File: src/hw/rtl/cpid_pkg.sv
// Package with types and constants of the cascade PID block.
`default_nettype none
package cpid_pkg;
  localparam int unsigned CfgIdxW = 3;
  localparam int unsigned CfgDataW = 48;
  localparam logic [CfgIdxW-1:0] RegAngleGains = 3'd0;
  localparam logic [CfgIdxW-1:0] RegAngleLimits = 3'd1;
  localparam logic [CfgIdxW-1:0] RegSpeedGains = 3'd2;
  localparam logic [CfgIdxW-1:0] RegSpeedLimits = 3'd3;
  localparam logic [CfgIdxW-1:0] RegFwdGains = 3'd4;
  localparam logic [CfgIdxW-1:0] RegRevGains = 3'd5;
  localparam logic [CfgIdxW-1:0] RegCurLimits = 3'd6;

  localparam logic [1:0] DirNone = 2'd0;
  localparam logic [1:0] DirFwd = 2'd1;
  localparam logic [1:0] DirRev = 2'd2;

  typedef struct packed {
    logic        chain_mode;
    logic signed [15:0] setpoint;
    logic signed [15:0] angle_measured;
    logic signed [15:0] speed_measured;
    logic signed [15:0] current_measured;
    logic [15:0] time_step;
  } req_t;

  typedef struct packed {
    logic signed [15:0] current_drive;
    logic signed [15:0] speed_drive;
    logic signed [15:0] angle_drive;
    logic [1:0]  direction;
    logic        step_invalid;
  } rsp_t;

  typedef struct packed {
    logic [CfgIdxW-1:0]  index;
    logic [CfgDataW-1:0] data;
  } cfg_t;

  // Control between sequencer and divider.
  typedef struct packed {
    logic        start;
    logic signed [33:0] dividend;
    logic [15:0] divisor;
  } div_req_t;

  typedef struct packed {
    logic        done;
    logic signed [33:0] quotient;
  } div_rsp_t;
endpackage
`default_nettype wire

File: src/hw/rtl/cpid_if.sv
// Valid/ready channel interfaces for requests, results and configuration.
`default_nettype none
interface cpid_req_if import cpid_pkg::*; ();
  logic valid;
  logic ready;
  req_t data;
  modport source (output valid, output data, input ready);
  modport sink (input valid, input data, output ready);
endinterface

interface cpid_rsp_if import cpid_pkg::*; ();
  logic valid;
  logic ready;
  rsp_t data;
  modport source (output valid, output data, input ready);
  modport sink (input valid, input data, output ready);
endinterface

interface cpid_cfg_if import cpid_pkg::*; ();
  logic valid;
  logic ready;
  cfg_t data;
  modport source (output valid, output data, input ready);
  modport sink (input valid, input data, output ready);
endinterface
`default_nettype wire

File: src/hw/rtl/cpid_div.sv
// Restoring signed divider, one quotient bit per cycle, truncating toward zero.
`default_nettype none
module cpid_div import cpid_pkg::*; (
  input  wire logic     clk_i,
  input  wire logic     rst_ni,
  input  wire div_req_t req_i,
  output div_rsp_t      rsp_o
);
  localparam int unsigned NumW = 33;
  logic [NumW-1:0] num_q, num_d;
  logic [16:0] rem_q, rem_d;
  logic [15:0] den_q, den_d;
  logic        neg_q, neg_d;
  logic [5:0]  cnt_q, cnt_d;
  logic        busy_q, busy_d, done_q, done_d;
  logic [17:0] trial;
  logic [16:0] shifted;

  always_comb begin
    num_d = num_q;
    rem_d = rem_q;
    den_d = den_q;
    neg_d = neg_q;
    cnt_d = cnt_q;
    busy_d = busy_q;
    done_d = 1'b0;
    shifted = {rem_q[15:0], num_q[NumW-1]};
    trial = {1'b0, shifted} - {2'b00, den_q};
    if (req_i.start) begin
      neg_d = req_i.dividend[33];
      num_d = req_i.dividend[33] ? NumW'(-req_i.dividend) : NumW'(req_i.dividend);
      den_d = req_i.divisor;
      rem_d = '0;
      cnt_d = 6'(NumW);
      busy_d = 1'b1;
    end else if (busy_q) begin
      if (!trial[17]) begin
        rem_d = trial[16:0];
        num_d = {num_q[NumW-2:0], 1'b1};
      end else begin
        rem_d = shifted;
        num_d = {num_q[NumW-2:0], 1'b0};
      end
      cnt_d = cnt_q - 6'd1;
      if (cnt_q == 6'd1) begin
        busy_d = 1'b0;
        done_d = 1'b1;
      end
    end
  end

  always_ff @(posedge clk_i or negedge rst_ni) begin
    if (!rst_ni) begin
      busy_q <= 1'b0;
      done_q <= 1'b0;
      cnt_q <= '0;
    end else begin
      busy_q <= busy_d;
      done_q <= done_d;
      cnt_q <= cnt_d;
    end
  end

  always_ff @(posedge clk_i) begin
    num_q <= num_d;
    rem_q <= rem_d;
    den_q <= den_d;
    neg_q <= neg_d;
  end

  assign rsp_o.done = done_q;
  assign rsp_o.quotient = neg_q ? -$signed({1'b0, num_q}) : $signed({1'b0, num_q});
endmodule
`default_nettype wire

File: src/hw/rtl/cpid_loop.sv
// Sequencer that runs one PID evaluation at a time over a shared multiplier and divider.
`default_nettype none
module cpid_loop import cpid_pkg::*; (
  input  wire logic               clk_i,
  input  wire logic               rst_ni,
  input  wire logic               start_i,
  input  wire logic [47:0]        gains_i,
  input  wire logic [47:0]        limits_i,
  input  wire logic signed [31:0] acc_i,
  input  wire logic signed [16:0] last_i,
  input  wire logic signed [15:0] target_i,
  input  wire logic signed [15:0] meas_i,
  input  wire logic [15:0]        dt_i,
  output logic                    done_o,
  output logic signed [15:0]      out_o,
  output logic signed [31:0]      acc_o,
  output logic signed [16:0]      err_o
);
  typedef enum logic [6:0] {
    StIdle = 7'b0000001,
    StInt  = 7'b0000010,
    StDiv  = 7'b0000100,
    StWait = 7'b0001000,
    StKi   = 7'b0010000,
    StKd   = 7'b0100000,
    StOut  = 7'b1000000
  } state_e;

  state_e state_q, state_d;
  logic signed [16:0] err_q;
  logic signed [31:0] acc_q;
  logic signed [33:0] deriv_q;
  logic signed [51:0] sum_q;
  logic signed [15:0] out_q;
  logic signed [33:0] mul_a;
  logic signed [32:0] mul_b;
  logic signed [66:0] prod;
  logic signed [34:0] int_sum;
  logic signed [34:0] ilim;
  logic signed [51:0] sum_sh;
  logic signed [51:0] olim;
  logic signed [51:0] clamped;
  div_req_t div_req;
  div_rsp_t div_rsp;

  cpid_div u_div (.clk_i(clk_i), .rst_ni(rst_ni), .req_i(div_req), .rsp_o(div_rsp));

  assign ilim = limits_i[31] ? 35'sh7FFFFFFF : $signed({3'b000, limits_i[31:0]});
  assign olim = $signed({36'd0, limits_i[47:32]});

  always_comb begin
    mul_a = 34'(err_q);
    mul_b = $signed({17'd0, dt_i});
    case (state_q)
      StKi: begin
        mul_a = 34'(acc_q);
        mul_b = $signed({17'd0, gains_i[31:16]});
      end
      StKd: begin
        mul_a = deriv_q;
        mul_b = $signed({17'd0, gains_i[47:32]});
      end
      StDiv: begin
        mul_a = 34'(err_q);
        mul_b = $signed({17'd0, gains_i[15:0]});
      end
      default: ;
    endcase
    prod = 67'(mul_a * mul_b);
  end

  assign int_sum = 35'(acc_i) + 35'(prod);
  assign sum_sh = sum_q >>> 8;
  assign clamped = (sum_sh > olim) ? olim : ((sum_sh < -olim) ? -olim : sum_sh);

  always_comb begin
    state_d = state_q;
    div_req.start = 1'b0;
    div_req.dividend = $signed({18'(err_q) - 18'(last_i), 16'd0});
    div_req.divisor = dt_i;
    case (state_q)
      StIdle: if (start_i) state_d = StInt;
      StInt: state_d = StDiv;
      StDiv: begin
        div_req.start = 1'b1;
        state_d = StWait;
      end
      StWait: if (div_rsp.done) state_d = StKi;
      StKi: state_d = StKd;
      StKd: state_d = StOut;
      StOut: state_d = StIdle;
      default: state_d = StIdle;
    endcase
  end

  always_ff @(posedge clk_i or negedge rst_ni) begin
    if (!rst_ni) state_q <= StIdle;
    else state_q <= state_d;
  end

  always_ff @(posedge clk_i) begin
    case (state_q)
      StIdle: if (start_i) err_q <= 17'(target_i) - 17'(meas_i);
      StInt: begin
        if (int_sum > ilim) acc_q <= 32'(ilim);
        else if (int_sum < -ilim) acc_q <= 32'(-ilim);
        else acc_q <= 32'(int_sum);
      end
      StDiv: sum_q <= 52'(prod);
      StWait: if (div_rsp.done) deriv_q <= div_rsp.quotient;
      StKi: sum_q <= sum_q + 52'(prod >>> 16);
      StKd: sum_q <= sum_q + 52'(prod);
      StOut: begin
        if (clamped > 52'sd32767) out_q <= 16'sh7FFF;
        else if (clamped < -52'sd32768) out_q <= 16'sh8000;
        else out_q <= 16'(clamped);
      end
      default: ;
    endcase
  end

  always_ff @(posedge clk_i or negedge rst_ni) begin
    if (!rst_ni) done_o <= 1'b0;
    else done_o <= (state_q == StOut);
  end

  assign out_o = out_q;
  assign acc_o = acc_q;
  assign err_o = err_q;
endmodule
`default_nettype wire

File: src/hw/rtl/cascade_pid_with_direction_split_top.sv
// Top level of the cascade PID block: registers, loop state and the tick sequencer.
// One request is in flight at a time; a zero time step skips every loop and answers with
// step_invalid set and zero drives. Each loop evaluation runs the 33-step serial divider
// in the shared loop unit.
// Reset clears all configuration registers, integrals, last errors and the active direction.
`default_nettype none
module cascade_pid_with_direction_split_top import cpid_pkg::*; (
  input wire logic clk_i,
  input wire logic rst_ni,
  cpid_req_if.sink   req,
  cpid_rsp_if.source rsp,
  cpid_cfg_if.sink   cfg
);
  typedef enum logic [5:0] {
    SIdle = 6'b000001,
    SAng  = 6'b000010,
    SSpd  = 6'b000100,
    SDir  = 6'b001000,
    SCur  = 6'b010000,
    SRsp  = 6'b100000
  } seq_e;

  seq_e seq_q;
  logic [47:0] regs_q [7];
  logic signed [31:0] acc_q [4];
  logic signed [16:0] last_q [4];
  logic [1:0] dir_q;
  req_t in_q;
  rsp_t out_q;
  logic rvalid_q, start_q;
  logic [1:0] sel_q;
  logic [47:0] gains, limits;
  logic signed [15:0] target, meas;
  logic ldone;
  logic signed [15:0] lout;
  logic signed [31:0] lacc;
  logic signed [16:0] lerr;

  assign cfg.ready = 1'b1;
  assign req.ready = (seq_q == SIdle) && !rvalid_q;
  assign rsp.valid = rvalid_q;
  assign rsp.data = out_q;

  always_comb begin
    gains = regs_q[RegAngleGains];
    limits = regs_q[RegAngleLimits];
    target = in_q.setpoint;
    meas = in_q.angle_measured;
    case (sel_q)
      2'd1: begin
        gains = regs_q[RegSpeedGains];
        limits = regs_q[RegSpeedLimits];
        target = in_q.chain_mode ? out_q.angle_drive : in_q.setpoint;
        meas = in_q.speed_measured;
      end
      2'd2, 2'd3: begin
        gains = (sel_q == 2'd2) ? regs_q[RegFwdGains] : regs_q[RegRevGains];
        limits = regs_q[RegCurLimits];
        target = out_q.speed_drive;
        meas = in_q.current_measured;
      end
      default: ;
    endcase
  end

  cpid_loop u_loop (
    .clk_i, .rst_ni, .start_i(start_q), .gains_i(gains), .limits_i(limits),
    .acc_i(acc_q[sel_q]), .last_i(last_q[sel_q]), .target_i(target), .meas_i(meas),
    .dt_i(in_q.time_step), .done_o(ldone), .out_o(lout), .acc_o(lacc), .err_o(lerr)
  );

  always_ff @(posedge clk_i or negedge rst_ni) begin
    if (!rst_ni) begin
      seq_q <= SIdle;
      rvalid_q <= 1'b0;
      start_q <= 1'b0;
      sel_q <= '0;
      dir_q <= DirNone;
      for (int i = 0; i < 7; i++) regs_q[i] <= '0;
      for (int i = 0; i < 4; i++) begin
        acc_q[i] <= '0;
        last_q[i] <= '0;
      end
    end else begin
      start_q <= 1'b0;
      if (cfg.valid && cfg.data.index <= RegCurLimits) regs_q[cfg.data.index] <= cfg.data.data;
      if (rsp.valid && rsp.ready) rvalid_q <= 1'b0;
      case (seq_q)
        SIdle: if (req.valid && req.ready) begin
          if (req.data.time_step == '0) begin
            seq_q <= SRsp;
          end else begin
            sel_q <= req.data.chain_mode ? 2'd0 : 2'd1;
            start_q <= 1'b1;
            seq_q <= req.data.chain_mode ? SAng : SSpd;
          end
        end
        SAng: if (ldone) begin
          acc_q[0] <= lacc;
          last_q[0] <= lerr;
          sel_q <= 2'd1;
          start_q <= 1'b1;
          seq_q <= SSpd;
        end
        SSpd: if (ldone) begin
          acc_q[1] <= lacc;
          last_q[1] <= lerr;
          seq_q <= SDir;
        end
        SDir: begin
          if (out_q.speed_drive == '0) begin
            for (int i = 2; i < 4; i++) begin
              acc_q[i] <= '0;
              last_q[i] <= '0;
            end
            dir_q <= DirNone;
            seq_q <= SRsp;
          end else begin
            if (!out_q.speed_drive[15] && dir_q != DirFwd) begin
              acc_q[2] <= '0;
              last_q[2] <= '0;
            end
            if (out_q.speed_drive[15] && dir_q != DirRev) begin
              acc_q[3] <= '0;
              last_q[3] <= '0;
            end
            dir_q <= out_q.speed_drive[15] ? DirRev : DirFwd;
            sel_q <= out_q.speed_drive[15] ? 2'd3 : 2'd2;
            start_q <= 1'b1;
            seq_q <= SCur;
          end
        end
        SCur: if (ldone) begin
          acc_q[sel_q] <= lacc;
          last_q[sel_q] <= lerr;
          seq_q <= SRsp;
        end
        SRsp: begin
          rvalid_q <= 1'b1;
          seq_q <= SIdle;
        end
        default: seq_q <= SIdle;
      endcase
    end
  end

  always_ff @(posedge clk_i) begin
    if (req.valid && req.ready) begin
      in_q <= req.data;
      out_q.current_drive <= '0;
      out_q.speed_drive <= '0;
      out_q.angle_drive <= '0;
      out_q.step_invalid <= (req.data.time_step == '0);
    end
    if (seq_q == SAng && ldone) out_q.angle_drive <= lout;
    if (seq_q == SSpd && ldone) out_q.speed_drive <= lout;
    if (seq_q == SCur && ldone) out_q.current_drive <= lout;
    if (seq_q == SRsp) out_q.direction <= dir_q;
  end
endmodule
`default_nettype wire

File: src/flat_wrapper.sv
// flat-port wrapper written by rule: the top's interface ports become plain ports
module cascade_pid_with_direction_split_top_flat import cpid_pkg::*;
  (clk_i, rst_ni, req_valid, req_data, req_ready, rsp_valid, rsp_data, rsp_ready, cfg_valid, cfg_data, cfg_ready);
  cpid_req_if req_i ();
  cpid_rsp_if rsp_i ();
  cpid_cfg_if cfg_i ();
  input wire logic clk_i;
  input wire logic rst_ni;
  input wire logic [$bits(req_i.valid)-1:0] req_valid;
  input wire logic [$bits(req_i.data)-1:0] req_data;
  output wire logic [$bits(req_i.ready)-1:0] req_ready;
  output wire logic [$bits(rsp_i.valid)-1:0] rsp_valid;
  output wire logic [$bits(rsp_i.data)-1:0] rsp_data;
  input wire logic [$bits(rsp_i.ready)-1:0] rsp_ready;
  input wire logic [$bits(cfg_i.valid)-1:0] cfg_valid;
  input wire logic [$bits(cfg_i.data)-1:0] cfg_data;
  output wire logic [$bits(cfg_i.ready)-1:0] cfg_ready;
  assign req_i.valid = req_valid;
  assign req_i.data = req_data;
  assign req_ready = req_i.ready;
  assign rsp_valid = rsp_i.valid;
  assign rsp_data = rsp_i.data;
  assign rsp_i.ready = rsp_ready;
  assign cfg_i.valid = cfg_valid;
  assign cfg_i.data = cfg_data;
  assign cfg_ready = cfg_i.ready;
  cascade_pid_with_direction_split_top u_core (.clk_i(clk_i), .rst_ni(rst_ni), .req(req_i), .rsp(rsp_i), .cfg(cfg_i));
endmodule
File: config.mk
export PLATFORM = sky130hd
export DESIGN_NAME = cascade_pid_with_direction_split_top_flat
export DESIGN_NICKNAME = d
export VERILOG_FILES = /design/src/hw/rtl/cpid_pkg.sv /design/src/hw/rtl/cpid_if.sv /design/src/hw/rtl/cpid_div.sv /design/src/hw/rtl/cpid_loop.sv /design/src/hw/rtl/cascade_pid_with_direction_split_top.sv /design/src/flat_wrapper.sv
export SDC_FILE = /design/constraint.sdc
export NUM_CORES = 2
export LEC_CHECK = 0
export BUFFER_PORTS_ARGS = -buffer_cell sky130_fd_sc_hd__buf_2
export CAP_MARGIN = 25
export CORE_MARGIN = 4
export CORE_UTILIZATION = 25
export CTS_BUF_LIST = sky130_fd_sc_hd__clkbuf_4 sky130_fd_sc_hd__clkbuf_8
export CTS_CLUSTER_SIZE = 20
export DETAILED_ROUTE_END_ITERATION = 8
export GPL_ROUTABILITY_DRIVEN = 0
export REMOVE_ABC_BUFFERS = 1
export SLEW_MARGIN = 40
export SYNTH_ARGS = -nofsm -noshare
export SYNTH_HDL_FRONTEND = slang
export SYNTH_SLANG_ARGS = --single-unit
File: constraint.sdc
create_clock -name clk_i -period 14.3 [get_ports clk_i]
set_input_delay 2.145 -clock clk_i [delete_from_list [all_inputs] [get_ports clk_i]]
set_output_delay 2.145 -clock clk_i [all_outputs]
set_load 0.005 [all_outputs]
==> results.ini <==
[route]
drc = 0
dr.pass1.iters = 5
wl_per_cell_um = 20.8
wl_met2_mm = 102
wl_met3_mm = 20.0
postRouteWirelength_mm = 228
drt_iter0_markers = 5027
ant_nets = 0
m1WireLength_mm = 90.9
vias = 54100
via_per_inst = 4.95
top_layer = met5

[timing]
skew_ns = 0.0782
worst_slack_ns = 0.556
drv_slew = 0
slew_headroom = 0.279
min_period_ns = 13.74
fin_crit_sh = 0.961
tightest_slew_ns = 1.08
max_clock_freq_ghz = 0.0728
rsz0062_at_grt = false
setup_violations = 0
hold_viol = 0

[logic_synthesis]
synth_warnings = 0
ys_top_cells_by_count = inv_1 (776), nand2_1 (728), dfrtp_1 (558)
synth_top_cell_by_area = dfrtp_1
synth_top_area_share = 0.196
avgSynthCellArea_um2 = 10.3
synth_ff_type = dfrtp_1
synth_area_leaders = dfrtp_1 (20%), fa_1 (15%), edfxtp_1 (14%)
synth_cell_types = 122
synthArstFlopShare = 0.616
yosysMostFrequentCell = inv_1
syn_inst = 6877
synth_seq_cells = 909
synth-edff-count = 333
yosysSeqAreaShare = 0.342
syn_area_mm2 = 0.0711

[floorplan]
core_area_mm2 = 0.283
ios = 191
initial_core_util = 0.252
die-area_mm2 = 0.293
dieWidth_um = 541
fp.dieH_um = 541
rows = 195

[clocking]
numCtsBuffers = 155
cts_tree = built
clk_pin_slew_ns = 0.07
htree_num_levels = 4
cts_hold_buffers = 0
clockBufferDepth = 3
post-cts-setup-buffers = 0
cts_root_buffer = clkbuf_8
clk_latency_ns = 0.93
clock_sinks = 909

[worst_hold_path]
holdCritPathClass = flip-flop to flip-flop
whs_path_depth = 2

[grt]
grt_pass1_vias = 55100
antenna_found_initial = 28
track_usage = 0.151
gr-total-overflow = 0
grt_first_pass_wirelength_mm = 343
grt_max_degree = 99

[setup_path]
critPathLaunchType = flip-flop
reg2reg_depth = 42
worst_setup_path_end_kind = flip-flop
r2r-start = u_core.sel_q[0]
cp.buffers_inverters = 6
r2r_slack_ns = 0.56
critPathMostFrequentCell = fa_1
worstSetupPathType = flip-flop to flip-flop
cp.required_ns = 14.93
worstPathArrival_ns = 14.38
path_max_fanout = 41
endpoint = u_core.u_loop.acc_o[28]
critPathMaxStageDelay_ns = 0.77
cp_slowest_cell = dfrtp_4
r2r-end = u_core.u_loop.acc_o[28]
cp-startpoint = u_core.sel_q[0]
path_delay_family = adder cells
cp_num_cells = 42

[placement]
dp_slack_ns = 0.685
placement.io_buffers = 189
detailed_place_hpwl_mm = 176

[job]
cap_violations = 0

[run_status]
run_status = finished clean

[cells_and_area]
utilization = 0.285
nets = 8102
drive_gt1_frac = 0.183
area_growth_pct = 13.3

metal layers:
| metal | vias up | track usage |
|---|---|---|
| met5 | - | 0 |
| met4 | 16 | 0.0863 |
| met3 | 466 | 0.0368 |
| met2 | 2271 | 0.238 |
| met1 | 27200 | 0.190 |
| li1 | 24200 | - |
cells in the final DEF (no fill, tap or decap), types with 59 or more instances in the layout:
master / n
fa_1: 522
edfxtp_1: 333
mux2i_1: 106
mux2_2: 454
nand3_1: 63
a21oi_1: 269
dfrtp_1: 555
nor3_1: 83
nand2_1: 727
nor2_1: 451
and3_1: 77
xor2_1: 64
clkbuf_8: 183
buf_4: 139
ha_1: 391
a21o_1: 115
buf_2: 188
a22o_1: 59
inv_1: 770
and2_1: 94
clkbuf_4: 60
o21ai_0: 342
xnor2_1: 159
mux4_2: 93
cell families after synthesis:
family,count (synthesis),share of synthesized area
adder cells (fa/ha/maj),914,0.216
flip-flops,909,0.342
AO/OA/AOI/OAI,1238,0.116
multiplexers,663,0.118
other,1,0.0000528
XOR/XNOR,242,0.0300
AND/OR/NAND/NOR,1799,0.117
buffers and inverters,1111,0.0605
worst min-delay path, stage by stage (launching register included):
cell and delay, ns:
dfrtp_1 0.33, nand2_1 0.04, o21ai_0 0.06
flip-flops by register name, indices dropped and copies added (netlist names):
signal	count
u_core.u_loop.deriv_q	34
u_core.u_loop.sum_q	52
u_core.u_loop.err_o	17
u_core.u_loop.acc_o	32
u_core.u_loop.u_div.neg_q	1
u_core.u_loop.u_div.busy_q	1
u_core.seq_q	6
u_core.sel_q	2
u_core.u_loop.u_div.den_q	16
u_core.u_loop.out_o	16
u_core.u_loop.u_div.num_q	33
u_core.dir_q	2
u_core.last_q	68
u_core.in_q	81
u_core.u_loop.u_div.done_q	1
u_core.u_loop.u_div.rem_q	16
u_core.start_q	1
u_core.regs_q	336
u_core.u_loop.done_o	1
u_core.u_loop.u_div.cnt_q	6
u_core.rsp.data	51
u_core.acc_q	128
u_core.rsp.valid	1
u_core.u_loop.state_q	7
stage by stage:
stage	cell area, µm²	hold slack, ns	TNS [ns]	std cells
CTS	80400	0.478	0	10900
floorplan	69700	0.404	-155.61	6544
global route	80500	0.488	0	10900
finish	80500	0.475	0	10900
detailed placement	77000	0.465	0	10600
global placement	76700	0.453	0	10600
area by class of cell:
cell class                      count  area (µm²)
Fill cell                       29400      202000
Multi-Input combinational cell   4857       42800
Sequential cell                   909       24300
Tap cell                         3743        4680
Clock buffer                      243        2970
Inverter                          778        2930
Timing Repair Buffer              351        2270
Clock inverter                     44         444
Antenna cell                       13        32.5
what timing repair did:
| item | in CTS | in global routing |
|---|---|---|
| resized for setup | 0 | 4 |
| endpoints found under the setup margin | 0 | 16 |
| endpoints found under the hold margin | 0 | 0 |
worst min-delay path by stage:
stage | from | endpoint
3_3_place_gp | u_core.dir_q[1] | u_core.rsp.data[2]
4_1_cts | u_core.acc_q[9] | u_core.acc_q[9]
5_1_grt | u_core.acc_q[9] | u_core.acc_q[9]
2_1_floorplan | u_core.start_q | u_core.u_loop.state_q[0]
6_report | u_core.last_q[10] | u_core.last_q[10]
3_5_place_dp | u_core.acc_q[9] | u_core.acc_q[9]
Power is not shown: default switching activity piles up to over one toggle a cycle in this logic, so the estimate is an artifact.
